--- src/hdl/alc_pkg.sv ---
`default_nettype none

package alc_pkg;

  localparam int COUNT_W    = 16;  // raw photodiode count
  localparam int LUX_W      = 21;  // result width
  localparam int SCALE_W    = 19;  // scale factor, 2^10 fixed point, times 16 at most
  localparam int SCALE_FRAC = 10;
  localparam int PROD_W     = COUNT_W + SCALE_W;   // raw count times scale
  localparam int CH_W       = PROD_W - SCALE_FRAC; // scaled channel count
  localparam int RATIO_FRAC = 9;
  localparam int DIV_BITS   = RATIO_FRAC + 2;      // quotient bits kept by the divider
  localparam int REM_W      = CH_W + RATIO_FRAC + 1;
  localparam int RATIO_W    = DIV_BITS;
  localparam int COEF_W     = 10;
  localparam int LUX_FRAC   = 14;
  localparam int MUL_W      = CH_W + COEF_W;

  localparam int CFG_IDX_W  = 1;
  localparam int CFG_DATA_W = 2;

  // register indexes
  localparam logic [CFG_IDX_W-1:0] REG_INTEG_TIME = 1'b0;
  localparam logic [CFG_IDX_W-1:0] REG_GAIN_HIGH  = 1'b1;

  // integration time codes
  localparam logic [1:0] IT_13MS   = 2'd0;
  localparam logic [1:0] IT_101MS  = 2'd1;
  localparam logic [1:0] IT_402MS  = 2'd2;
  localparam logic [1:0] IT_MANUAL = 2'd3;

  localparam logic [SCALE_W-1:0] SCALE_13MS  = 19'h07517;
  localparam logic [SCALE_W-1:0] SCALE_101MS = 19'h00FE7;
  localparam logic [SCALE_W-1:0] SCALE_UNITY = 19'h00400;

  localparam logic [MUL_W:0] ROUND_HALF = (MUL_W + 1)'(1) << (LUX_FRAC - 1);

  typedef logic [COUNT_W-1:0] count_t;
  typedef logic [LUX_W-1:0]   lux_t;
  typedef logic [CH_W-1:0]    ch_t;
  typedef logic [RATIO_W-1:0] ratio_t;

  typedef struct packed {
    logic [COEF_W-1:0] offset;
    logic [COEF_W-1:0] slope;
  } coef_t;

  // scale factor from the register settings
  function automatic logic [SCALE_W-1:0] scale_sel(input logic [1:0] it, input logic gain_high);
    logic [SCALE_W-1:0] s;
    unique case (it)
      IT_13MS:  s = SCALE_13MS;
      IT_101MS: s = SCALE_101MS;
      default:  s = SCALE_UNITY;
    endcase
    if (!gain_high) s = s << 4;
    return s;
  endfunction

  // offset and slope of the segment that holds the rounded ratio
  function automatic coef_t seg_lookup(input ratio_t ratio);
    coef_t c;
    priority if (ratio <= 11'h040) c = '{offset: 10'h1f2, slope: 10'h1be};
    else if (ratio <= 11'h080)     c = '{offset: 10'h214, slope: 10'h2d1};
    else if (ratio <= 11'h0c0)     c = '{offset: 10'h23f, slope: 10'h37b};
    else if (ratio <= 11'h100)     c = '{offset: 10'h270, slope: 10'h3fe};
    else if (ratio <= 11'h138)     c = '{offset: 10'h16f, slope: 10'h1fc};
    else if (ratio <= 11'h19a)     c = '{offset: 10'h0d2, slope: 10'h0fb};
    else if (ratio <= 11'h29a)     c = '{offset: 10'h018, slope: 10'h012};
    else                           c = '{offset: '0, slope: '0};
    return c;
  endfunction

endpackage

`default_nettype wire

--- src/hdl/alc_sample_if.sv ---
`default_nettype none

interface alc_sample_if;
  logic            valid;
  logic            ready;
  alc_pkg::count_t broadband_count;
  alc_pkg::count_t infrared_count;

  modport source (output valid, output broadband_count, output infrared_count, input ready);
  modport sink   (input valid, input broadband_count, input infrared_count, output ready);
endinterface

`default_nettype wire

--- src/hdl/alc_lux_if.sv ---
`default_nettype none

interface alc_lux_if;
  logic          valid;
  logic          ready;
  alc_pkg::lux_t vis_lux;
  alc_pkg::lux_t ir_lux;

  modport source (output valid, output vis_lux, output ir_lux, input ready);
  modport sink   (input valid, input vis_lux, input ir_lux, output ready);
endinterface

`default_nettype wire

--- src/hdl/ambient_light_lux_calc.sv ---
`default_nettype none

// Two-channel lux calculator. Each item on samples is a broadband/infrared count pair;
// each item on results carries visible and infrared lux, rounded and clamped at zero.
// The block is a 17-stage pipeline: one item enters every cycle unless results stalls
// and the stages fill, and a result leaves when results is ready. Most of that depth is the
// ratio divider, which settles one quotient bit per stage over eleven stages. Every
// stage holds its own valid bit and advances whenever the stage after it is empty or
// moving, so bubbles close up and new items are taken while a result waits.
// integration_time and gain_high are written through cfg_we/cfg_index/cfg_data and
// must only change while the pipeline is empty.
module ambient_light_lux_calc (
  input  wire logic                             clk,
  input  wire logic                             rst,
  input  wire logic                             cfg_we,
  input  wire logic [alc_pkg::CFG_IDX_W-1:0]    cfg_index,
  input  wire logic [alc_pkg::CFG_DATA_W-1:0]   cfg_data,
  alc_sample_if.sink                            samples,
  alc_lux_if.source                             results
);

  localparam int NSTG   = 17;               // pipeline depth
  localparam int DV0    = 1;                // divider setup stage
  localparam int SG     = DV0 + alc_pkg::DIV_BITS + 1; // segment select stage
  localparam int MP     = SG + 1;           // products
  localparam int RD     = MP + 1;           // clamp and round
  localparam int OS     = RD + 1;           // output register

  // configuration registers
  logic [1:0] integration_time;
  logic       gain_high;

  always_ff @(posedge clk) begin
    if (rst) begin
      integration_time <= alc_pkg::IT_402MS;
      gain_high        <= 1'b0;
    end else if (cfg_we) begin
      unique case (cfg_index)
        alc_pkg::REG_INTEG_TIME: integration_time <= cfg_data[1:0];
        alc_pkg::REG_GAIN_HIGH:  gain_high        <= cfg_data[0];
        default: ;
      endcase
    end
  end

  // per-stage valid bits and the ready chain
  logic [NSTG-1:0] vld;
  logic [NSTG-1:0] vin;
  logic [NSTG:0]   rdy;
  logic [NSTG-1:0] ld;

  assign vin           = {vld[NSTG-2:0], samples.valid};
  assign rdy[NSTG]     = results.ready;
  assign ld            = vin & rdy[NSTG-1:0];
  assign samples.ready = rdy[0];

  for (genvar k = 0; k < NSTG; k++) begin : gen_rdy
    assign rdy[k] = !vld[k] || rdy[k+1];
  end

  always_ff @(posedge clk) begin
    if (rst) begin
      vld <= '0;
    end else begin
      for (int k = 0; k < NSTG; k++) begin
        if (rdy[k]) vld[k] <= vin[k];
      end
    end
  end

  // stage 0: scale both counts
  logic [alc_pkg::SCALE_W-1:0] scale;
  logic [alc_pkg::PROD_W-1:0]  prod0;
  logic [alc_pkg::PROD_W-1:0]  prod1;
  alc_pkg::ch_t                s0_ch0;
  alc_pkg::ch_t                s0_ch1;

  assign scale = alc_pkg::scale_sel(integration_time, gain_high);
  assign prod0 = alc_pkg::PROD_W'(samples.broadband_count) * alc_pkg::PROD_W'(scale);
  assign prod1 = alc_pkg::PROD_W'(samples.infrared_count) * alc_pkg::PROD_W'(scale);

  always_ff @(posedge clk) begin
    if (ld[0]) begin
      s0_ch0 <= prod0[alc_pkg::PROD_W-1:alc_pkg::SCALE_FRAC];
      s0_ch1 <= prod1[alc_pkg::PROD_W-1:alc_pkg::SCALE_FRAC];
    end
  end

  // divider: index 0 is the setup stage, index j settles quotient bit DIV_BITS-j
  logic [alc_pkg::REM_W-1:0]    dv_rem  [0:alc_pkg::DIV_BITS];
  alc_pkg::ch_t                 dv_d    [0:alc_pkg::DIV_BITS];
  alc_pkg::ch_t                 dv_ch1  [0:alc_pkg::DIV_BITS];
  logic [alc_pkg::DIV_BITS-1:0] dv_q    [0:alc_pkg::DIV_BITS];
  logic                         dv_zero [0:alc_pkg::DIV_BITS];
  logic                         dv_ovf  [0:alc_pkg::DIV_BITS];

  logic [alc_pkg::REM_W:0]      dv_trial [1:alc_pkg::DIV_BITS];

  always_comb begin
    for (int j = 1; j <= alc_pkg::DIV_BITS; j++) begin
      dv_trial[j] = {1'b0, dv_rem[j-1]}
                  - ((alc_pkg::REM_W + 1)'(dv_d[j-1]) << (alc_pkg::DIV_BITS - j));
    end
  end

  always_ff @(posedge clk) begin
    if (ld[DV0]) begin
      dv_rem[0]  <= {s0_ch1, {(alc_pkg::RATIO_FRAC + 1){1'b0}}};
      dv_d[0]    <= s0_ch0;
      dv_ch1[0]  <= s0_ch1;
      dv_q[0]    <= '0;
      dv_zero[0] <= (s0_ch0 == '0);
      // quotient would not fit: ratio far above the last segment
      dv_ovf[0]  <= ({1'b0, s0_ch1} >= {s0_ch0, 1'b0});
    end
    for (int j = 1; j <= alc_pkg::DIV_BITS; j++) begin
      if (ld[DV0+j]) begin
        dv_d[j]    <= dv_d[j-1];
        dv_ch1[j]  <= dv_ch1[j-1];
        dv_zero[j] <= dv_zero[j-1];
        dv_ovf[j]  <= dv_ovf[j-1];
        if (!dv_trial[j][alc_pkg::REM_W]) begin
          dv_rem[j] <= dv_trial[j][alc_pkg::REM_W-1:0];
          dv_q[j]   <= dv_q[j-1]
                     | (alc_pkg::DIV_BITS'(1) << (alc_pkg::DIV_BITS - j));
        end else begin
          dv_rem[j] <= dv_rem[j-1];
          dv_q[j]   <= dv_q[j-1];
        end
      end
    end
  end

  // segment select
  localparam int DL = alc_pkg::DIV_BITS;

  logic [alc_pkg::DIV_BITS:0] q_round;
  alc_pkg::ratio_t            ratio;
  alc_pkg::coef_t             coef_sel;
  alc_pkg::coef_t             sg_coef;
  alc_pkg::ch_t               sg_ch0;
  alc_pkg::ch_t               sg_ch1;

  assign q_round = (alc_pkg::DIV_BITS + 1)'(dv_q[DL]) + 1'b1;
  assign ratio   = q_round[alc_pkg::DIV_BITS:1];

  always_comb begin
    priority if (dv_zero[DL]) coef_sel = alc_pkg::seg_lookup('0);  // no broadband light
    else if (dv_ovf[DL])      coef_sel = '{offset: '0, slope: '0};
    else                      coef_sel = alc_pkg::seg_lookup(ratio);
  end

  always_ff @(posedge clk) begin
    if (ld[SG]) begin
      sg_coef <= coef_sel;
      sg_ch0  <= dv_d[DL];
      sg_ch1  <= dv_ch1[DL];
    end
  end

  // products
  logic [alc_pkg::MUL_W-1:0] mp_vis;
  logic [alc_pkg::MUL_W-1:0] mp_ir;

  always_ff @(posedge clk) begin
    if (ld[MP]) begin
      mp_vis <= alc_pkg::MUL_W'(sg_ch0) * alc_pkg::MUL_W'(sg_coef.offset);
      mp_ir  <= alc_pkg::MUL_W'(sg_ch1) * alc_pkg::MUL_W'(sg_coef.slope);
    end
  end

  // clamp visible at zero, round infrared
  logic [alc_pkg::MUL_W-1:0] rd_vis;
  logic [alc_pkg::MUL_W:0]   rd_ir_sum;

  always_ff @(posedge clk) begin
    if (ld[RD]) begin
      rd_vis    <= (mp_vis > mp_ir) ? (mp_vis - mp_ir) : '0;
      rd_ir_sum <= {1'b0, mp_ir} + alc_pkg::ROUND_HALF;
    end
  end

  // output register
  logic [alc_pkg::MUL_W:0] vis_sum;
  alc_pkg::lux_t           os_vis;
  alc_pkg::lux_t           os_ir;

  assign vis_sum = {1'b0, rd_vis} + alc_pkg::ROUND_HALF;

  always_ff @(posedge clk) begin
    if (ld[OS]) begin
      os_vis <= vis_sum[alc_pkg::LUX_FRAC +: alc_pkg::LUX_W];
      os_ir  <= rd_ir_sum[alc_pkg::LUX_FRAC +: alc_pkg::LUX_W];
    end
  end

  assign results.valid   = vld[OS];
  assign results.vis_lux = os_vis;
  assign results.ir_lux  = os_ir;

  // a full pipeline that cannot drain must not take a new item
  a_no_accept_when_full: assert property (@(posedge clk) disable iff (rst)
    (vld == '1 && !results.ready) |-> !samples.ready)
    else $error("item accepted into a full, stalled pipeline");

  // last divider stage leaves a remainder below the divisor
  a_div_remainder: assert property (@(posedge clk) disable iff (rst)
    (vld[DV0+DL] && !dv_zero[DL] && !dv_ovf[DL])
      |-> (dv_rem[DL] < alc_pkg::REM_W'(dv_d[DL])))
    else $error("divider remainder not below divisor");

  // a stalled first stage keeps its item
  a_stage0_hold: assert property (@(posedge clk) disable iff (rst)
    (vld[0] && !rdy[1]) |=> (vld[0] && $stable(s0_ch0) && $stable(s0_ch1)))
    else $error("stalled first stage lost its item");

  // a ratio overflow must select a zero offset and a zero slope
  a_ovf_zero: assert property (@(posedge clk) disable iff (rst)
    (ld[SG] && dv_ovf[DL] && !dv_zero[DL]) |=> (sg_coef.offset == '0 && sg_coef.slope == '0))
    else $error("ratio overflow selected a nonzero segment");

endmodule

`default_nettype wire

--- src/flat_wrapper.sv ---
// flat-port wrapper written by rule: the top's interface ports become plain ports
module ambient_light_lux_calc_flat 
  (clk, rst, cfg_we, cfg_index, cfg_data, samples_valid, samples_broadband_count, samples_infrared_count, samples_ready, results_valid, results_vis_lux, results_ir_lux, results_ready);
  alc_sample_if samples_i ();
  alc_lux_if results_i ();
  input  wire logic clk;
  input  wire logic rst;
  input  wire logic cfg_we;
  input  wire logic [alc_pkg::CFG_IDX_W-1:0] cfg_index;
  input  wire logic [alc_pkg::CFG_DATA_W-1:0] cfg_data;
  input wire logic [$bits(samples_i.valid)-1:0] samples_valid;
  input wire logic [$bits(samples_i.broadband_count)-1:0] samples_broadband_count;
  input wire logic [$bits(samples_i.infrared_count)-1:0] samples_infrared_count;
  output wire logic [$bits(samples_i.ready)-1:0] samples_ready;
  output wire logic [$bits(results_i.valid)-1:0] results_valid;
  output wire logic [$bits(results_i.vis_lux)-1:0] results_vis_lux;
  output wire logic [$bits(results_i.ir_lux)-1:0] results_ir_lux;
  input wire logic [$bits(results_i.ready)-1:0] results_ready;
  assign samples_i.valid = samples_valid;
  assign samples_i.broadband_count = samples_broadband_count;
  assign samples_i.infrared_count = samples_infrared_count;
  assign samples_ready = samples_i.ready;
  assign results_valid = results_i.valid;
  assign results_vis_lux = results_i.vis_lux;
  assign results_ir_lux = results_i.ir_lux;
  assign results_i.ready = results_ready;
  ambient_light_lux_calc u_core (.clk(clk), .rst(rst), .cfg_we(cfg_we), .cfg_index(cfg_index), .cfg_data(cfg_data), .samples(samples_i), .results(results_i));
endmodule
--- config.mk ---
export PLATFORM = sky130hd
export DESIGN_NAME = ambient_light_lux_calc_flat
export DESIGN_NICKNAME = d
export VERILOG_FILES = /design/src/hdl/alc_pkg.sv /design/src/hdl/alc_sample_if.sv /design/src/hdl/alc_lux_if.sv /design/src/hdl/ambient_light_lux_calc.sv /design/src/flat_wrapper.sv
export SDC_FILE = /design/constraint.sdc
export NUM_CORES = 2
export LEC_CHECK = 0
export BUFFER_PORTS_ARGS = -buffer_cell sky130_fd_sc_hd__buf_2
export CAP_MARGIN = 30
export CORE_MARGIN = 2
export CORE_UTILIZATION = 35
export CTS_BUF_LIST = sky130_fd_sc_hd__clkbuf_16
export DETAILED_ROUTE_END_ITERATION = 16
export GPL_ROUTABILITY_DRIVEN = 0
export SLEW_MARGIN = 20
export SYNTH_ARGS = -nofsm -noshare
export SYNTH_HDL_FRONTEND = slang
export SYNTH_SLANG_ARGS = --single-unit
export TNS_END_PERCENT = 5
--- constraint.sdc ---
create_clock -name clk -period 26.6 [get_ports clk]
set_clock_uncertainty 0.15 [all_clocks]
set_input_delay 0 -clock clk [delete_from_list [all_inputs] [get_ports clk]]
set_output_delay 0 -clock clk [all_outputs]
set_load 0.1 [all_outputs]
Yosys cells after proc, flatten, opt, wreduce, memory -nomap -nowiden. Memory sizes are Yosys's and may differ from the RTL's. A register that Yosys moved wholly into a read port is not among the register bits. Index checks and enable logic that the tools add are counted.

Flip-flop bits (word level): 272. RAM bits: 1176. Bits of input ports: 40. Output and inout bits: 44. Logic and storage cells: 253. Memories: 6.

Memory list: u_core.dv_rem (depth 12, width 35, read ports 11, clocked after Yosys merged registers in 0, wr ports 12, RTL line ambient_light_lux_calc.sv:90) `logic [alc_pkg::REM_W-1:0] dv_rem [0:alc_pkg::DIV_BITS];`; u_core.dv_ch1 (depth 12, width 25, read ports 12, clocked after Yosys merged registers in 1, wr ports 12, RTL line ambient_light_lux_calc.sv:92) `alc_pkg::ch_t dv_ch1 [0:alc_pkg::DIV_BITS];`; u_core.dv_d (depth 12, width 25, read ports 12, clocked after Yosys merged registers in 1, wr ports 12, RTL line ambient_light_lux_calc.sv:91) `alc_pkg::ch_t dv_d [0:alc_pkg::DIV_BITS];`; u_core.dv_q (depth 12, width 11, read ports 12, clocked after Yosys merged registers in 0, wr ports 12, RTL line ambient_light_lux_calc.sv:93) `logic [alc_pkg::DIV_BITS-1:0] dv_q [0:alc_pkg::DIV_BITS];`; u_core.dv_ovf (depth 12, width 1, read ports 12, clocked after Yosys merged registers in 0, wr ports 12, RTL line ambient_light_lux_calc.sv:95) `logic dv_ovf [0:alc_pkg::DIV_BITS];`; u_core.dv_zero (depth 12, width 1, read ports 12, clocked after Yosys merged registers in 0, wr ports 12, RTL line ambient_light_lux_calc.sv:94) `logic dv_zero [0:alc_pkg::DIV_BITS];`.

Add/sub/neg operators: 15. Multiply operators: 4. Magnitude comparators: 9. Eq/ne operators: 1. Muxes and demuxes: 122. Bitwise gates (word level): 24. Reduce and logical (&&, ||, !) cells: 40.

Operators by type and width (number): $mux W35 (11); $mux W11 (11); $mux W20 (5); $mux W1 (90); $add A35 B14 Y35 const B (2); $mul A16 B19 Y35 (2); $mul A25 B10 Y35 (2); $mux W19 (3); $sub A35 B25 Y36 (1); $sub A35 B26 Y36 (1); $sub A35 B27 Y36 (1); $sub A35 B28 Y36 (1); $sub A35 B29 Y36 (1); $sub A35 B30 Y36 (1); $sub A35 B31 Y36 (1); $sub A35 B32 Y36 (1); $sub A35 B33 Y36 (1); $sub A35 B34 Y36 (1); $sub A35 B35 Y36 (1); $gt A35 B35 Y1 (1); $sub A35 B35 Y35 (1); $le A11 B9 Y1 const B (3); $pmux W15 S2 (1); $ge A25 B26 Y1 (1); 16 further kinds (71).

Depth between registers and ports, before layout.
Depth after elaboration: 22. Gate-level depth with buffers: 30. Gate-level depth less buffers: 29.

Least setup slack after synthesis. OpenSTA, ideal clock, no wires.

Path type: register to register. From: register u_core.vld[16]. To: memory u_core.dv_rem[2][45] (netlist name), data pin. Setup time: 0.260 ns. Arrival time: 10.699 ns. Data required time: 26.190 ns. Setup slack: 15.491 ns. Stages on the path, launching flop included: 11. Path buffers: 3. Clock period less this slack: 11.109 ns. Path through: dfxtp_1 -> and4b_1 -> buf_2 -> and4_1 -> clkbuf_2 -> a21boi_0 -> nand2_1 -> or3_1 -> o41ai_2 -> buf_2 -> mux2_2.

RTL lines: from (decl) (RTL line ambient_light_lux_calc.sv:47) `logic [NSTG-1:0] vld;`; from (signal, indexed assignment) (RTL line ambient_light_lux_calc.sv:66) `if (rdy[k]) vld[k] <= vin[k];`; to (decl) (RTL line ambient_light_lux_calc.sv:90).

Worst setup path in the final report.
From: register u_core.integration_time[0]. To: register u_core.s0_ch0[24], data pin.

Longest elaborated chain between the ends: 4. Elaborated cells on any way between the ends: 5. Classes of those cells: mul: 1; eq/ne: 1; mux: 2; reduce/logical: 1.

Ends and longest elaborated chain: from (decl) (RTL line ambient_light_lux_calc.sv:30) `logic [1:0] integration_time;`; from (signal assigned) (RTL line ambient_light_lux_calc.sv:35) `integration_time <= alc_pkg::IT_402MS;`; from (signal assigned) (RTL line ambient_light_lux_calc.sv:39) `alc_pkg::REG_INTEG_TIME: integration_time <= cfg_data[1:0];`; $eq A2 B1 Y1 / $logic_not A2 Y1 (equally long branches) (RTL line alc_pkg.sv:51) `unique case (it)`; $pmux W15 S2 (*) (RTL line alc_pkg.sv:51); $mux W19 (*) (RTL line alc_pkg.sv:56) `if (!gain_high) s = s << 4;`; $mul A16 B19 Y35 (*) (RTL line ambient_light_lux_calc.sv:79) `assign prod0 = alc_pkg::PROD_W'(samples.broadband_count) * alc_pkg::PROD_W'(scale);`; named net u_core.prod0 (one bit) (RTL line ambient_light_lux_calc.sv:73) `logic [alc_pkg::PROD_W-1:0] prod0;`; to (signal assigned) (RTL line ambient_light_lux_calc.sv:84) `s0_ch0 <= prod0[alc_pkg::PROD_W-1:alc_pkg::SCALE_FRAC];`; to (decl) (RTL line ambient_light_lux_calc.sv:75) `alc_pkg::ch_t s0_ch0;`.

The timed path passes the listed nets; every way through them passes the cells marked *. A chain may end at the register's enable or synchronous reset.

==> impl_metrics.sql <==
INSERT INTO impl_metrics (metric_group, metric, value, unit) VALUES
('run_status', 'result_of_the_run', 'complete, no violations', ''),
('detailed_routing', 'route.top_layer_used', 'met4', ''),
('clock_tree', 'clkLatencyLatePin', '0.76', 'ns'),
('placed_design', 'placement.io_buffers', '83', ''),
('synth', 'post_synthesis_sequential_element_count', '1277', ''),
('detailed_routing', 'drt-initial-drc-count', '3183', ''),
('detailed_routing', 'routed_wl', '196', 'mm'),
('global_routing', 'grt_antenna_before_repair', '5', ''),
('final_layout', 'most-common-layout-cells', 'sky130_fd_sc_hd__inv_1 (1,377), sky130_fd_sc_hd__edfxtp_1 (1,257), sky130_fd_sc_hd__fa_1 (793), sky130_fd_sc_hd__ha_1 (729), sky130_fd_sc_hd__nand2_1 (703)', ''),
('final_layout', 'layout-area-overhead-vs-synth', '10.3', '%'),
('timing', 'rsz_0062_raised_after_global_routing', 'no', ''),
('synth', 'postSynth.asyncResetShare', '0', ''),
('final_layout', 'mostFrequentLayoutCell', 'sky130_fd_sc_hd__inv_1', ''),
('timing', 'transition_time_at_the_pin_with_the_least_slew_margin', '0.980', 'ns'),
('detailed_routing', 'met1Wirelength', '79.1', 'mm'),
('timing', 'finalSetupTns', '0', 'ns'),
('critical_path', 'crit_path_start_kind', 'flop', ''),
('final_layout', 'area_of_the_multi_input_gates', '0.0473', 'mm2'),
('timing', 'max_freq', '113', 'MHz'),
('critical_path', 'cp.buffers_inverters', '5', ''),
('power', 'power.ir.vdd_worst', '0.0487', 'mV'),
('timing', 'period_share', '0.333', ''),
('global_routing', 'number_of_global_route_vias_before_repair', '61300', ''),
('floorplanning', 'coreArea', '0.259', 'mm2'),
('clock_tree', 'clock_buffer_depth', '3', ''),
('detailed_routing', 'viasPerCell', '4.89', ''),
('detailed_routing', 'avgRoutedWirePerCell', '16.7', 'um'),
('critical_path', 'timing_worst_setup_path_type', 'reg2reg', ''),
('timing', 'timing.final.setup_violations', '0', ''),
('synth', 'synth.net_count', '9659', ''),
('clock_tree', 'htree_num_levels', '4', ''),
('timing', 'fin_crit', '8.86', 'ns'),
('detailed_routing', 'detail_route.first_pass.iterations', '5', ''),
('critical_path', 'cp_slowest_stage_delay', '0.78', 'ns'),
('timing', 'finalWorstSetupSlack', '17.74', 'ns'),
('floorplanning', 'die_y', '514', 'um'),
('synth', 'avgSynthCellArea', '11.3', 'um2'),
('timing', 'finalHoldViolations', '0', ''),
('critical_path', 'timing.critical_path.max_delay_family', 'adder cells', ''),
('floorplanning', 'design.die.area', '0.264', 'mm2'),
('timing', 'timing.max_slew.rel_slack', '0.347', ''),
('clock_tree', 'cts.reportedPaths.clkPinSlew', '0.06', 'ns'),
('synth', 'synth_edf_count', '1257', ''),
('clock_tree', 'root_buffer', 'sky130_fd_sc_hd__clkbuf_16', ''),
('synth', 'ys.flop_type', 'sky130_fd_sc_hd__edfxtp_1', ''),
('placed_design', 'dp.final_hpwl', '155', 'mm'),
('critical_path', 'end_kind', 'flop', ''),
('detailed_routing', 'routed-wl-met3', '8.64', 'mm'),
('power', 'power_density', '49.6', 'mW/mm2'),
('min_path', 'timing.hold.worst.class', 'in2reg', ''),
('clock_tree', 'tritoncts.num_buffers', '138', ''),
('synth', 'syn_inst', '8097', ''),
('detailed_routing', 'detailroute.via_count', '57300', ''),
('critical_path', 'critical_path.slowest_cell', 'sky130_fd_sc_hd__dfxtp_1', ''),
('clock_tree', 'cts_hold_buffers', '19', ''),
('critical_path', 'critPathMostFrequentCell', 'sky130_fd_sc_hd__fa_1', ''),
('power', 'leakage', '43.0', 'nW'),
('synth', 'netlist_area', '0.0911', 'mm2'),
('timing', 'slew_violations', '0', ''),
('clock_tree', 'post-cts-setup-buffer-count', '0', ''),
('synth', 'ys_warn_count', '0', ''),
('floorplanning', 'boundaryPins', '84', ''),
('final_layout', 'n_fill_cell', '24700', ''),
('job', 'max_cap_viols', '0', ''),
('global_routing', 'globalRoute.totalOverflow', '0', ''),
('clock_tree', 'clock_sink_count', '1277', ''),
('clock_tree', 'cts.repair.resized', '0', ''),
('floorplanning', 'floorplan.initialDensity', '0.352', ''),
('critical_path', 'cp.arrival', '9.20', 'ns'),
('detailed_routing', 'drc_errors', '0', ''),
('detailed_routing', 'route.met2.wl', '101', 'mm');
[power breakdown]
part / switching (mW) / internal [mW] / leakage (nW)
Combinational: 0.471 / 0.331 / 29.1
Clock: 0.771 / 1.07 / 2.27
Sequential: 0.0602 / 2.28 / 11.5
[final timing paths]
| path | from | end | slack, ns | cells after the start |
|---|---|---|---|---|
| hold reg to reg | u_core.dv_ovf[1][1]$_DFFE_PP_ | u_core.dv_ovf[1][2]$_DFFE_PP_ | 0.25 | 0 |
| setup reg to reg | u_core.integration_time[0]$_SDFFE_PP0P_ | u_core.s0_ch0[24]$_DFFE_PP_ | 17.74 | 25 |
| setup / recovery | u_core.integration_time[0]$_SDFFE_PP0P_ | u_core.s0_ch0[24]$_DFFE_PP_ | 17.74 | 25 |
| hold / removal | samples_broadband_count[14] | u_core.s0_ch0[24]$_DFFE_PP_ | 0.16 | 6 |
[stage by stage]
stage	utilization	power, mW	hold WS [ns]	instances	instance area (um2)
finish	0.388	4.99	0.163	11700	101000
global route	0.388	5.24	0.195	11700	101000
CTS	0.387	5.06	0.0987	11700	100000
detailed placement	0.370	3.19	0.126	11400	95800
global placement	0.369	3.17	0.109	11400	95700
floorplan	-	2.93	-0.0205	8097	91100
[worst register-to-register path, cell delays in order (launching register included)]
cell and delay, ns:
sky130_fd_sc_hd__dfxtp_1 0.78, sky130_fd_sc_hd__inv_1 0.61, sky130_fd_sc_hd__a21oi_2 0.73, sky130_fd_sc_hd__buf_4 0.46, sky130_fd_sc_hd__nand2_1 0.19, sky130_fd_sc_hd__fa_1 0.51
sky130_fd_sc_hd__fa_1 0.57, sky130_fd_sc_hd__inv_1 0.06, sky130_fd_sc_hd__fa_1 0.40, sky130_fd_sc_hd__fa_1 0.43, sky130_fd_sc_hd__fa_1 0.52, sky130_fd_sc_hd__inv_1 0.05
sky130_fd_sc_hd__fa_1 0.47, sky130_fd_sc_hd__inv_1 0.04, sky130_fd_sc_hd__ha_1 0.34, sky130_fd_sc_hd__a21o_1 0.18, sky130_fd_sc_hd__a21o_1 0.19, sky130_fd_sc_hd__a21oi_1 0.31
sky130_fd_sc_hd__a21bo_2 0.22, sky130_fd_sc_hd__a31oi_4 0.05, sky130_fd_sc_hd__a22o_4 0.30, sky130_fd_sc_hd__o41ai_4 0.27, sky130_fd_sc_hd__o21ai_1 0.13, sky130_fd_sc_hd__or3_1 0.33
sky130_fd_sc_hd__a31oi_1 0.22, sky130_fd_sc_hd__xnor2_1 0.08
[sequential cells by signal, indices dropped and copies added, names as in the netlist, 35 cells and up]
name and flops:
u_core.mp_vis 35, u_core.mp_ir 35, u_core.dv_ch1 300, u_core.dv_d 300, u_core.dv_q 66, u_core.dv_rem 295
[layer usage]
metal / track usage / vias to the layer above
met5: 0 / -
met4: 0.0530 / 0
met3: 0.0214 / 378
met2: 0.277 / 1327
met1: 0.174 / 28300
li1: - / 27300
[cell type report]
cell class / instances / share of cell area
multi-input cells: 5269 / 0.471
flip-flops and latches: 1277 / 0.379
inverters: 1352 / 0.0505
well taps: 3402 / 0.0423
clock buffers: 141 / 0.0351
repair buffers: 172 / 0.0135
clock inverters: 105 / 0.00837
diodes: 1 / 0.0000249
[cells in the mapped netlist (155+ instances only)]
| cell type | instances | area, um2 |
|---|---|---|
| sky130_fd_sc_hd__a21oi_1 | 353 | 1770 |
| sky130_fd_sc_hd__nor2_1 | 354 | 1330 |
| sky130_fd_sc_hd__clkbuf_1 | 175 | 657 |
| sky130_fd_sc_hd__inv_1 | 1348 | 5060 |
| sky130_fd_sc_hd__fa_1 | 793 | 15900 |
| sky130_fd_sc_hd__o21ai_0 | 314 | 1570 |
| sky130_fd_sc_hd__edfxtp_1 | 1257 | 37700 |
| sky130_fd_sc_hd__xnor2_1 | 271 | 2370 |
| sky130_fd_sc_hd__and2_1 | 445 | 2780 |
| sky130_fd_sc_hd__nand2_1 | 703 | 2640 |
| sky130_fd_sc_hd__a21o_1 | 155 | 1160 |
| sky130_fd_sc_hd__ha_1 | 729 | 9120 |
[cells by family after synthesis]
family	Yosys count	share of synthesized area
AO/OA/AOI/OAI	1212	0.0837
XOR/XNOR	420	0.0404
adder cells (fa/ha/maj)	1524	0.274
buffers and inverters	1551	0.0644
flip-flops	1277	0.419
multiplexers	58	0.00758
AND/OR/NAND/NOR	2055	0.111
(Power assumes the default switching activity.)
